$ cat src/hdl/chunked_transfer_deframer_top_macros.svh
// Assertion helpers used by the deframer top module.
`ifndef CHUNKED_TRANSFER_DEFRAMER_TOP_MACROS_SVH
`define CHUNKED_TRANSFER_DEFRAMER_TOP_MACROS_SVH

// Same-cycle implication, sampled on clk, off during reset.
`define CTD_ASSERT_IMPL(lbl, ante, cons, msg) \
  lbl: assert property (@(posedge clk) disable iff (!rst_n) (ante) |-> (cons)) \
    else $error(msg);

// Next-cycle implication, sampled on clk, off during reset.
`define CTD_ASSERT_NEXT(lbl, ante, cons, msg) \
  lbl: assert property (@(posedge clk) disable iff (!rst_n) (ante) |=> (cons)) \
    else $error(msg);

`endif

$ cat src/hdl/ctd_pkg.sv
package ctd_pkg;

  localparam int LENGTH_BITS = 32;
  localparam int COUNT_BITS  = 16;
  localparam int LIMIT_BITS  = 16;

  localparam logic [LENGTH_BITS-1:0] LEN_MAX = '1;
  localparam logic [COUNT_BITS-1:0]  CNT_MAX = '1;
  localparam logic [LIMIT_BITS-1:0]  CHUNK_CAP_RST = '1;

  localparam logic [7:0] CHAR_CR = 8'h0D;
  localparam logic [7:0] CHAR_LF = 8'h0A;

  // Result tdata layout, lowest bit first.
  localparam int TD_PAYLOAD_LSB  = 0;
  localparam int TD_DONE_BIT     = 8;
  localparam int TD_LENGTH_LSB   = 9;
  localparam int TD_COUNT_LSB    = TD_LENGTH_LSB + LENGTH_BITS;
  localparam int TD_CONSUMED_LSB = TD_COUNT_LSB + COUNT_BITS;
  localparam int TD_STOPPED_BIT  = TD_CONSUMED_LSB + LENGTH_BITS;
  localparam int TD_USED_BITS    = TD_STOPPED_BIT + 1;
  localparam int OUT_TDATA_BITS  = ((TD_USED_BITS + 7) / 8) * 8;

  typedef enum logic [2:0] {
    PH_SIZE    = 3'd0,
    PH_SIZE_CR = 3'd1,
    PH_DATA    = 3'd2,
    PH_TRAIL1  = 3'd3,
    PH_TRAIL2  = 3'd4
  } phase_t;

  typedef struct packed {
    logic [7:0] data_byte;
    logic       last_byte;
  } in_item_t;

  typedef struct packed {
    logic                   payload_valid;
    logic [7:0]             payload_byte;
    logic                   chunk_done;
    logic [LENGTH_BITS-1:0] chunk_length;
    logic [COUNT_BITS-1:0]  chunk_count;
    logic [LENGTH_BITS-1:0] taken_bytes;
    logic                   stopped;
    logic                   buffer_done;
  } result_t;

  typedef struct packed {
    logic       valid;
    logic [3:0] value;
  } hex_digit_t;

  function automatic hex_digit_t hex_decode(input logic [7:0] c);
    hex_digit_t h;
    h.valid = 1'b1;
    h.value = 4'd0;
    if (c >= 8'h30 && c <= 8'h39) begin
      h.value = 4'(c - 8'h30);
    end else if (c >= 8'h61 && c <= 8'h66) begin
      h.value = 4'(c - 8'h57);
    end else if (c >= 8'h41 && c <= 8'h46) begin
      h.value = 4'(c - 8'h37);
    end else begin
      h.valid = 1'b0;
    end
    return h;
  endfunction

endpackage

$ cat src/hdl/chunked_transfer_deframer_top.sv
// Deframer for an HTTP chunked body, one byte per transaction. Each input
// byte yields exactly one result transaction via the input register and the
// result register; a new byte is accepted every cycle as long as the result
// side keeps up, since each byte's whole parse step (hex accumulate, length
// countdown, saturating totals) is combinational between the input register
// and the result register. Write the chunk limit only while no transaction
// is in flight; the parse state clears after a byte with tlast.
`include "chunked_transfer_deframer_top_macros.svh"

module chunked_transfer_deframer_top
  import ctd_pkg::*;
(
  input  logic                      clk,
  input  logic                      rst_n,
  input  logic                      cfg_wr_en,
  input  logic [LIMIT_BITS-1:0]     cfg_wr_data,  // chunk limit
  input  logic                      in_tvalid,
  output logic                      in_tready,
  input  logic [7:0]                in_tdata,     // data_byte
  input  logic                      in_tlast,     // last_byte
  output logic                      out_tvalid,
  input  logic                      out_tready,
  // payload_byte[7:0], chunk_done[8], chunk_length[40:9], chunk_count[56:41],
  // taken_bytes[88:57], stopped[89], zero fill
  output logic [OUT_TDATA_BITS-1:0] out_tdata,
  output logic                      out_tuser,    // payload_valid
  output logic                      out_tlast     // buffer_done
);

  in_item_t in_item;
  in_item_t stage_item;
  logic     stage_valid;
  logic     stage_fire;
  logic     out_room;
  result_t  result;
  logic     res_stopped;
  logic     res_done;

  assign in_item.data_byte = in_tdata;
  assign in_item.last_byte = in_tlast;
  assign res_stopped       = out_tdata[TD_STOPPED_BIT];
  assign res_done          = out_tdata[TD_DONE_BIT];

  ctd_in_stage u_in_stage (
    .clk        (clk),
    .rst_n      (rst_n),
    .in_valid   (in_tvalid),
    .in_ready   (in_tready),
    .in_item    (in_item),
    .down_room  (out_room),
    .stage_valid(stage_valid),
    .stage_item (stage_item),
    .stage_fire (stage_fire)
  );

  ctd_parser u_parser (
    .clk        (clk),
    .rst_n      (rst_n),
    .cfg_wr_en  (cfg_wr_en),
    .cfg_wr_data(cfg_wr_data),
    .fire       (stage_fire),
    .item       (stage_item),
    .result     (result)
  );

  ctd_out_stage u_out_stage (
    .clk       (clk),
    .rst_n     (rst_n),
    .load      (stage_fire),
    .result    (result),
    .room      (out_room),
    .out_tvalid(out_tvalid),
    .out_tready(out_tready),
    .out_tdata (out_tdata),
    .out_tuser (out_tuser),
    .out_tlast (out_tlast)
  );

  `CTD_ASSERT_IMPL(a_stop_quiet, out_tvalid && out_tuser, !res_stopped, "payload while stopped")
  `CTD_ASSERT_IMPL(a_done_not_payload, out_tvalid && res_done, !out_tuser, "chunk end on payload")
  `CTD_ASSERT_NEXT(a_accept_lands, in_tvalid && in_tready, stage_valid, "accepted byte lost")
  `CTD_ASSERT_NEXT(a_fire_lands, stage_fire, out_tvalid, "parsed byte lost")

endmodule

$ cat src/hdl/ctd_in_stage.sv
module ctd_in_stage
  import ctd_pkg::*;
(
  input  logic     clk,
  input  logic     rst_n,
  input  logic     in_valid,
  output logic     in_ready,
  input  in_item_t in_item,
  input  logic     down_room,
  output logic     stage_valid,
  output in_item_t stage_item,
  output logic     stage_fire
);

  logic     valid_r;
  in_item_t item_r;

  assign stage_fire  = valid_r && down_room;
  assign in_ready    = !valid_r || down_room;
  assign stage_valid = valid_r;
  assign stage_item  = item_r;

  always_ff @(posedge clk) begin
    if (!rst_n) begin
      valid_r <= 1'b0;
    end else if (in_ready) begin
      valid_r <= in_valid;
    end
  end

  always_ff @(posedge clk) begin
    if (in_ready && in_valid) begin
      item_r <= in_item;
    end
  end

endmodule

$ cat src/hdl/ctd_parser.sv
module ctd_parser
  import ctd_pkg::*;
(
  input  logic                  clk,
  input  logic                  rst_n,
  input  logic                  cfg_wr_en,
  input  logic [LIMIT_BITS-1:0] cfg_wr_data,
  input  logic                  fire,
  input  in_item_t              item,
  output result_t               result
);

  logic [LIMIT_BITS-1:0]  chunk_cap_r;
  phase_t                 phase_r, phase_nxt;
  logic                   hex_ended_r, hex_ended_nxt;
  logic [LENGTH_BITS-1:0] length_r, length_nxt;
  logic [LENGTH_BITS-1:0] left_r, left_nxt;
  logic [LENGTH_BITS-1:0] pending_r, pending_nxt;
  logic [COUNT_BITS-1:0]  count_r, count_nxt;
  logic [LENGTH_BITS-1:0] consumed_r, consumed_nxt;
  logic                   limit_r, limit_nxt;

  logic                   limit_now;
  logic                   done;
  logic [LENGTH_BITS:0]   consumed_sum;
  hex_digit_t             digit;

  assign digit        = hex_decode(item.data_byte);
  assign consumed_sum = {1'b0, consumed_r} + {1'b0, pending_r} + {{LENGTH_BITS{1'b0}}, 1'b1};
  assign limit_now    = limit_r ||
                        (phase_r == PH_SIZE && pending_r == '0 &&
                         {{(32-COUNT_BITS){1'b0}}, count_r} >=
                         {{(32-LIMIT_BITS){1'b0}}, chunk_cap_r});

  always_comb begin
    phase_nxt     = phase_r;
    hex_ended_nxt = hex_ended_r;
    length_nxt    = length_r;
    left_nxt      = left_r;
    pending_nxt   = pending_r;
    count_nxt     = count_r;
    consumed_nxt  = consumed_r;
    limit_nxt     = limit_now;
    done          = 1'b0;
    result        = '0;

    if (!limit_now) begin
      pending_nxt = (pending_r == LEN_MAX) ? LEN_MAX : pending_r + 1'b1;
      unique case (phase_r)
        PH_SIZE_CR: begin
          if (item.data_byte == CHAR_LF) begin
            if (length_r == '0) begin
              phase_nxt = PH_TRAIL1;
            end else begin
              left_nxt  = length_r;
              phase_nxt = PH_DATA;
            end
          end else begin
            // lone CR stays part of the size line
            phase_nxt = (item.data_byte == CHAR_CR) ? PH_SIZE_CR : PH_SIZE;
          end
        end
        PH_DATA: begin
          result.payload_valid = 1'b1;
          result.payload_byte  = item.data_byte;
          left_nxt             = left_r - 1'b1;
          if (left_r == {{(LENGTH_BITS-1){1'b0}}, 1'b1}) begin
            phase_nxt = PH_TRAIL1;
          end
        end
        PH_TRAIL1: begin
          phase_nxt = PH_TRAIL2;
        end
        PH_TRAIL2: begin
          done         = 1'b1;
          count_nxt    = (count_r == CNT_MAX) ? CNT_MAX : count_r + 1'b1;
          // pending + 1 folded into the carry; saturate on overflow
          consumed_nxt = (pending_r == LEN_MAX || consumed_sum[LENGTH_BITS]) ?
                         LEN_MAX : consumed_sum[LENGTH_BITS-1:0];
          pending_nxt  = '0;
          phase_nxt    = PH_SIZE;
          if ({{(32-COUNT_BITS){1'b0}}, count_nxt} >=
              {{(32-LIMIT_BITS){1'b0}}, chunk_cap_r}) begin
            limit_nxt = 1'b1;
          end
        end
        default: begin
          if (item.data_byte == CHAR_CR) begin
            phase_nxt = PH_SIZE_CR;
          end
          if (!hex_ended_r && digit.valid) begin
            length_nxt = (length_r[LENGTH_BITS-1 -: 4] != 4'd0) ? LEN_MAX :
                         {length_r[LENGTH_BITS-5:0], digit.value};
          end else begin
            hex_ended_nxt = 1'b1;
          end
        end
      endcase
    end

    result.chunk_done   = done;
    result.chunk_length = length_nxt;
    result.chunk_count  = count_nxt;
    result.taken_bytes  = consumed_nxt;
    result.stopped      = limit_nxt;
    result.buffer_done  = item.last_byte;

    if (done) begin
      length_nxt    = '0;
      hex_ended_nxt = 1'b0;
    end

    // end of buffer: start the next one from a clean parse
    if (item.last_byte) begin
      phase_nxt     = PH_SIZE;
      hex_ended_nxt = 1'b0;
      length_nxt    = '0;
      left_nxt      = '0;
      pending_nxt   = '0;
      count_nxt     = '0;
      consumed_nxt  = '0;
      limit_nxt     = 1'b0;
    end
  end

  always_ff @(posedge clk) begin
    if (!rst_n) begin
      chunk_cap_r <= CHUNK_CAP_RST;
    end else if (cfg_wr_en) begin
      chunk_cap_r <= cfg_wr_data;
    end
  end

  always_ff @(posedge clk) begin
    if (!rst_n) begin
      phase_r     <= PH_SIZE;
      hex_ended_r <= 1'b0;
      length_r    <= '0;
      left_r      <= '0;
      pending_r   <= '0;
      count_r     <= '0;
      consumed_r  <= '0;
      limit_r     <= 1'b0;
    end else if (fire) begin
      phase_r     <= phase_nxt;
      hex_ended_r <= hex_ended_nxt;
      length_r    <= length_nxt;
      left_r      <= left_nxt;
      pending_r   <= pending_nxt;
      count_r     <= count_nxt;
      consumed_r  <= consumed_nxt;
      limit_r     <= limit_nxt;
    end
  end

endmodule

$ cat src/hdl/ctd_out_stage.sv
module ctd_out_stage
  import ctd_pkg::*;
(
  input  logic                      clk,
  input  logic                      rst_n,
  input  logic                      load,
  input  result_t                   result,
  output logic                      room,
  output logic                      out_tvalid,
  input  logic                      out_tready,
  output logic [OUT_TDATA_BITS-1:0] out_tdata,
  output logic                      out_tuser,
  output logic                      out_tlast
);

  logic    valid_r;
  result_t res_r;

  assign room       = !valid_r || out_tready;
  assign out_tvalid = valid_r;
  assign out_tuser  = res_r.payload_valid;
  assign out_tlast  = res_r.buffer_done;

  always_comb begin
    out_tdata = '0;
    out_tdata[TD_PAYLOAD_LSB +: 8]            = res_r.payload_byte;
    out_tdata[TD_DONE_BIT]                    = res_r.chunk_done;
    out_tdata[TD_LENGTH_LSB +: LENGTH_BITS]   = res_r.chunk_length;
    out_tdata[TD_COUNT_LSB +: COUNT_BITS]     = res_r.chunk_count;
    out_tdata[TD_CONSUMED_LSB +: LENGTH_BITS] = res_r.taken_bytes;
    out_tdata[TD_STOPPED_BIT]                 = res_r.stopped;
  end

  always_ff @(posedge clk) begin
    if (!rst_n) begin
      valid_r <= 1'b0;
    end else if (room) begin
      valid_r <= load;
    end
  end

  always_ff @(posedge clk) begin
    if (load) begin
      res_r <= result;
    end
  end

endmodule
$ cat config.mk
export PLATFORM = sky130hd
export DESIGN_NAME = chunked_transfer_deframer_top
export DESIGN_NICKNAME = d
export VERILOG_FILES = /design/src/hdl/ctd_pkg.sv /design/src/hdl/chunked_transfer_deframer_top.sv /design/src/hdl/ctd_in_stage.sv /design/src/hdl/ctd_parser.sv /design/src/hdl/ctd_out_stage.sv
export VERILOG_INCLUDE_DIRS = /design/src /design/src/hdl
export SDC_FILE = /design/constraint.sdc
export NUM_CORES = 1
export LEC_CHECK = 0
export ABC_AREA = 1
export BUFFER_PORTS_ARGS = -buffer_cell sky130_fd_sc_hd__buf_2
export CORE_MARGIN = 4
export CORE_UTILIZATION = 55
export CTS_CLUSTER_SIZE = 12
export DETAILED_ROUTE_END_ITERATION = 10
export PLACE_DENSITY_LB_ADDON = 0.12
export SLEW_MARGIN = 20
export SYNTH_ARGS = -nofsm -noshare
export SYNTH_HDL_FRONTEND = slang
export SYNTH_SLANG_ARGS = --single-unit
export TNS_END_PERCENT = 10
$ cat constraint.sdc
create_clock -name clk -period 9.17 [get_ports clk]
set_input_delay 1.3755 -clock clk [delete_from_list [all_inputs] [get_ports clk]]
set_output_delay 1.3755 -clock clk [all_outputs]
set_load 0.02 [all_outputs]
==> flow_summary.toml, run 1 <==
[timing]
rsz0062_at_grt = "false"
fmax_mhz = 287
setup_tns_ps = 0
min_period_over_period_pct = 38.1
worst_pin_slew_ps = 1120
slew_headroom_pct = 25.2
finalSetupViolCount = 0
fin_hold_ws_ps = 485
post-route-min-period_ps = 3490
worst_clock_skew_ps = 13.8
slew_viol_final = 0
hold_violations = 0

[yosys]
synth_top_family_by_area = "simple AND/OR/NAND/NOR gates"
synth_cell_type_count = 50
yosysSeqAreaShare_pct = 35.3
yosys_warnings = 0
synth_area_leaders = "dfxtp_1 19%, edfxtp_1 17%, nand2_1 17%, inv_1 8.4%, nor2_1 7.7%"
synthFlopType = "dfxtp_1"
synth-seq-cells = 268
yosysTopAreaCellShare_pct = 18.5
netlist_instances = 2783
synth_common_cells = "799 x nand2_1, 402 x inv_1, 368 x nor2_1"
yosys.area_share.adder_pct = 5.17
syn-cell-area_um2 = 18000
synth-edff-count = 101
avgSynthCellArea_um2 = 6.48
yosysTopAreaCell = "dfxtp_1"
synthXorXnorAreaFrac_pct = 1.89
async_reset_ff_share_pct = 0
synth_compound_area_share_pct = 9.24
synthSimpleGateAreaFrac_pct = 35.4
synth.most_common_cell = "nand2_1"
synthMuxAreaShare_pct = 1.55

[clock_network]
cts_hold_buf = 0
h-tree-depth = 1
clk_pin_slew_ps = 60
worst_skew_pair.late_latency_ps = 570
cts_setup_buffers = 0
cts_buffers = 30
cts_resized = 0
cts_tree = "done"
cts_root_buf = "clkbuf_16"
clkSinkCount = 268
cts_buffer_depth = 3

[floorplanning]
core_area_um2 = 32500
die_h_um = 189
die_w_um = 189
die_area_um2 = 35800
initial_core_util_pct = 55.6
row_count = 66
pin_count = 130

[worst_setup_path]
path_max_fanout = 32
cp_data_required_time_ps = 9490
critPathArrivalTime_ps = 3810
max_stage_delay_ps = 590
cp_common_cell = "nand2_1"
end_kind = "flip-flop"
crit_slowest_cell = "nand3_2"
critical_path_class = "reg -> reg"
start_kind = "flip-flop"
cp_cell_sequence = "inv_1 > ha_1 > inv_1 > fa_1 > nand3_1 > nand3_1 > nand2_1 > nand2_1 > nand2_1 > nand2_1 > nand2_1 > nand3_2 > nor2_1 > nand2_1 > and2_1"

[finish]
design_area_um2 = 19800
seq_area_um2 = 6380
multi_input_area_um2 = 9650
area_growth_pct = 9.80
fillerInstances = 3099
drive_above_1_share_pct = 7.58
insertedDiodeCount = 0
nets = 2956

[grt]
grt_pass1_vias = 16100
grt_util_met2_pct = 43.7
grt_max_degree = 82
grtUsageMet1_pct = 40.3
top_usage_layer = "met2"
gr-usage-all-layers_pct = 27.5
antenna_found_initial = 0
grt_pass1_wl_um = 82000
use_met3_pct = 3.08
grt_remaining_overflow = 0

[placed_design]
place_area_um2 = 18900
numPortBuffers = 123
globalplace.congestion = 0.948
hpwl_um = 36400

[routing]
drc = 0
post_drt_via_cell_ratio = 5.38
ant_nets = 0
finalWirelength_um = 50700
vias = 17900
wl_per_cell_um = 15.3
first_pass_iters = 8
first_iter_violations = 1733

[pwr]
p_leak_nw = 9.67
p_per_area_nw_per_um2 = 148
ir_drop_uv = 155

[hold_path]
min_path_type = "reg -> reg"

[run]
cap_violations = 0

[outcome]
status = "complete, no violations"
==> flip-flops by register name, summed over array words and instances (netlist names) <==
signal,flops
u_out_stage.out_tdata,90
u_parser.consumed_r,32
u_parser.left_r,32
u_parser.length_r,32
u_parser.pending_r,32
u_parser.chunk_cap_r,16
u_parser.count_r,16
u_in_stage.stage_item,9
u_parser.phase_r,3
u_in_stage.stage_valid,1
u_out_stage.out_tlast,1
u_out_stage.out_tuser,1
u_out_stage.out_tvalid,1
u_parser.hex_ended_r,1
u_parser.limit_r,1
==> stage by stage <==
stage / worst slack [ps] / total power, W / utilization, % / instances
3_5_place_dp: 5270 / 0.00178 / 58.1 / 3262
3_3_place_gp: 5320 / 0.00177 / 58.1 / 3262
4_1_cts: 5630 / 0.00296 / 61.0 / 3317
6_report: 5680 / 0.00294 / 61.1 / 3317
5_1_grt: 5380 / 0.00307 / 61.1 / 3317
2_1_floorplan: 4090 / 0.00167 / - / 2788
==> kinds of logic (layout without fill, tap and decap cells) <==
family          after synthesis  after routing
fa+ha+maj                    74             74
other cells                   1              6
buf+inv                     519            606
simple gates               1532           1532
mux                          28             28
flops                       268            268
compound gates              322            322
xor+xnor                     39             39
==> area by class of cell <==
cell class	instances	share of cell area, %
clock buffer	39	4.17
multi-input combinational	2001	48.7
sequential	268	32.2
tap	442	2.79
clock inverter	16	0.644
inverter	413	7.85
timing repair buffer	138	3.67
==> layout by cell type (no fill, tap or decap), types with 9 or more instances in the layout <==
master       n
nor3_1      37
nand3_1    217
ha_1        73
edfxtp_1   101
o21ai_0    115
nand2_1    797
xor2_1      35
dfxtp_1    167
o21ai_1     12
mux2i_1     28
clkbuf_16   31
inv_1      401
buf_2      123
nor2_1     367
buf_4       15
inv_2        9
clkinv_2     9
a21oi_1    173
nand4_1     43
and2_1      38
==> metal layers <==
metal	vias to the layer above	share of wire, %	wire [um]
li1	8987	-	-
met1	8123	46	23500
met2	653	43	22100
met3	89	7.9	4020
met4	0	2.3	1170
met5	-	0	0
==> power breakdown <==
part           internal [W]  switching [W]  total, W
Clock              0.000685       0.000491   0.00118
Combinational      0.000132       0.000309  0.000442
Sequential          0.00129      0.0000330   0.00132
==> final timing paths <==
check        cells past startpoint              startpoint                   endpoint  slack (ps)
min                              2  u_parser.consumed_r[6]     u_parser.consumed_r[6]         480
max                             15   u_parser.pending_r[0]  u_out_stage.out_tdata[70]        5680
min reg2reg                      2  u_parser.consumed_r[6]     u_parser.consumed_r[6]         480
max reg2reg                     15   u_parser.pending_r[0]  u_out_stage.out_tdata[70]        5680
==> critical path, delay by kind of cell (launching register included) <==
family                   cells  cell delay, ps
AND/OR/NAND/NOR             11            1970
buffers and inverters        2             250
flip-flops                   1             350
adder cells (fa/ha/maj)      2             640
No activity file was read; power rests on OpenSTA's default activity.
==> run 2, diff against run 1 <==
==> constraint.sdc (replaced) <==
create_clock -name clk -period 3.35 [get_ports clk]
set_input_delay 0.5025 -clock clk [delete_from_list [all_inputs] [get_ports clk]]
set_output_delay 0.5025 -clock clk [all_outputs]
set_load 0.02 [all_outputs]
==> flow_summary.toml, run 2 (same netlist as run 1, synthesis figures left out) <==
[outcome]
status = "complete, no violations"

[timing]
finalSetupViolCount = 0
rsz0062_at_grt = "false"
slew_viol_final = 0
setup_tns_ps = 0
worst_pin_slew_ps = 780
worst_clock_skew_ps = 14.7
fmax_mhz = 329
slew_headroom_pct = 48.0
fin_hold_ws_ps = 93.5
min_period_over_period_pct = 90.7
post-route-min-period_ps = 3040
hold_violations = 0

[clock_network]
cts_tree = "done"
worst_skew_pair.late_latency_ps = 590
cts_buffer_depth = 3
h-tree-depth = 1
clk_pin_slew_ps = 70
cts_hold_buf = 0
clkSinkCount = 268
cts_buffers = 31
cts_root_buf = "clkbuf_16"

[pwr]
swShare_pct = 28.0
ir_drop_uv = 404
pwr-share-clk_pct = 42.0
p_int_w = 0.00605
seqPwrFrac_pct = 43.2
p_per_area_nw_per_um2 = 417
p_switching_w = 0.00236
comb_power_share_pct = 14.9
p_leak_nw = 9.84

[finish]
design_area_um2 = 20100
mostFrequentLayoutCells = "798 x nand2_1, 401 x inv_1, 367 x nor2_1"
insertedDiodeCount = 0
layout_commonest_cell = "nand2_1"
area_growth_pct = 11.6
largest_register_ffs = 90
nets = 2980
drive_above_1_share_pct = 8.17
fin_cells = 3343

[placed_design]
globalplace.congestion = 0.969
place_inst = 3284
numPortBuffers = 123
hpwl_um = 40100
place_area_um2 = 19100

[worst_setup_path]
critical_path_class = "reg -> reg"
critPathArrivalTime_ps = 3480
path_max_fanout = 8
cp_data_required_time_ps = 3790
start_kind = "flip-flop"
end_kind = "flip-flop"

[grt]
gr-usage-all-layers_pct = 29.8
grt_remaining_overflow = 0
grt_pass1_wl_um = 86900
grt_max_degree = 117
antenna_found_initial = 0
grt_pass1_vias = 16500

[floorplanning]
die_area_um2 = 35800
die_w_um = 189
die_h_um = 189
row_count = 66
initial_core_util_pct = 55.6
pin_count = 130
core_area_um2 = 32500

[routing]
ant_nets = 0
post_drt_via_cell_ratio = 5.35
vias = 17900
drc = 0
first_iter_violations = 1602
first_pass_iters = 6
finalWirelength_um = 54100
wl_per_cell_um = 16.2

[run]
cap_violations = 0

[hold_path]
min_path_type = "in -> reg"
[run 2: cell count changes in the layout (fill, tap and decap cells not counted), sizes merged]
| cell | change |
|---|---|
| buf | +23 |
| bufinv | +3 |
| clkbuf | +2 |
| clkinv | -2 |
| clkinvlp | -1 |
| inv | +1 |
[run 2: stage by stage]
step	util, %	setup WS [ps]	power (W)
6_report	62.1	312	0.00841
3_3_place_gp	58.8	369	0.00491
5_1_grt	62.1	46.4	0.00878
4_1_cts	62.1	271	0.00847
3_5_place_dp	58.8	303	0.00493
2_1_floorplan	-	605	0.00456
[run 2: what timing repair did]
| item | CTS | global route |
|---|---|---|
| endpoints found under the setup margin | 0 | 1 |
| resized for setup | 0 | 0 |
| buffers inserted | 0 | 1 |
[run 2: power by group through the flow]
stage | logic [W] | clock network [W] | registers (W)
floorplan | 0.000810 | 0 | 0.00375
global placement | 0.00121 | 0 | 0.00369
detailed placement | 0.00124 | 0 | 0.00370
CTS | 0.00124 | 0.00360 | 0.00363
global route | 0.00140 | 0.00374 | 0.00364
finish | 0.00125 | 0.00353 | 0.00363
[run 2: area by class of cell]
| type | count | area, um^2 |
|---|---|---|
| fill | 3088 | 12300 |
| multi-input combinational | 2001 | 9650 |
| sequential | 268 | 6380 |
| inverter | 413 | 1560 |
| timing repair buffer | 161 | 963 |
| clock buffer | 41 | 835 |
| tap | 442 | 553 |
| clock inverter | 17 | 216 |
[run 2: metal layers]
layer	wire length [um]	track usage (%)	up-vias
met5	0	0	-
met2	23800	47.2	597
li1	-	-	9011
met3	3750	3.58	109
met1	24600	42.5	8163
met4	1970	9.89	0
[run 2: critical path, stage by stage (launching register included)]
cell and delay (ps):
dfxtp_1 410, ha_1 210, nand3_1 160, nor2_1 240, nand3_1 230, nor4_4 250
buf_4 200, nor2_1 60, inv_1 70, ha_1 230, a21oi_1 150, o21ai_0 110
nand2_1 70, o211ai_1 80, nand2_1 60, nand3_1 100, nand2_1 80, nand2_1 60
nand2_1 60, a21oi_1 60
[run 2: final timing paths]
| check | slack (ps) | to | startpoint | cells after the start |
|---|---|---|---|---|
| worst max-delay path | 310 | u_parser.limit_r | u_parser.count_r[1] | 19 |
| worst min-delay path | 90 | u_in_stage.stage_item[3] | in_tdata[2] | 1 |
| worst max register to register | 310 | u_parser.limit_r | u_parser.count_r[1] | 19 |
| worst min register to register | 480 | u_parser.consumed_r[0] | u_parser.consumed_r[0] | 2 |
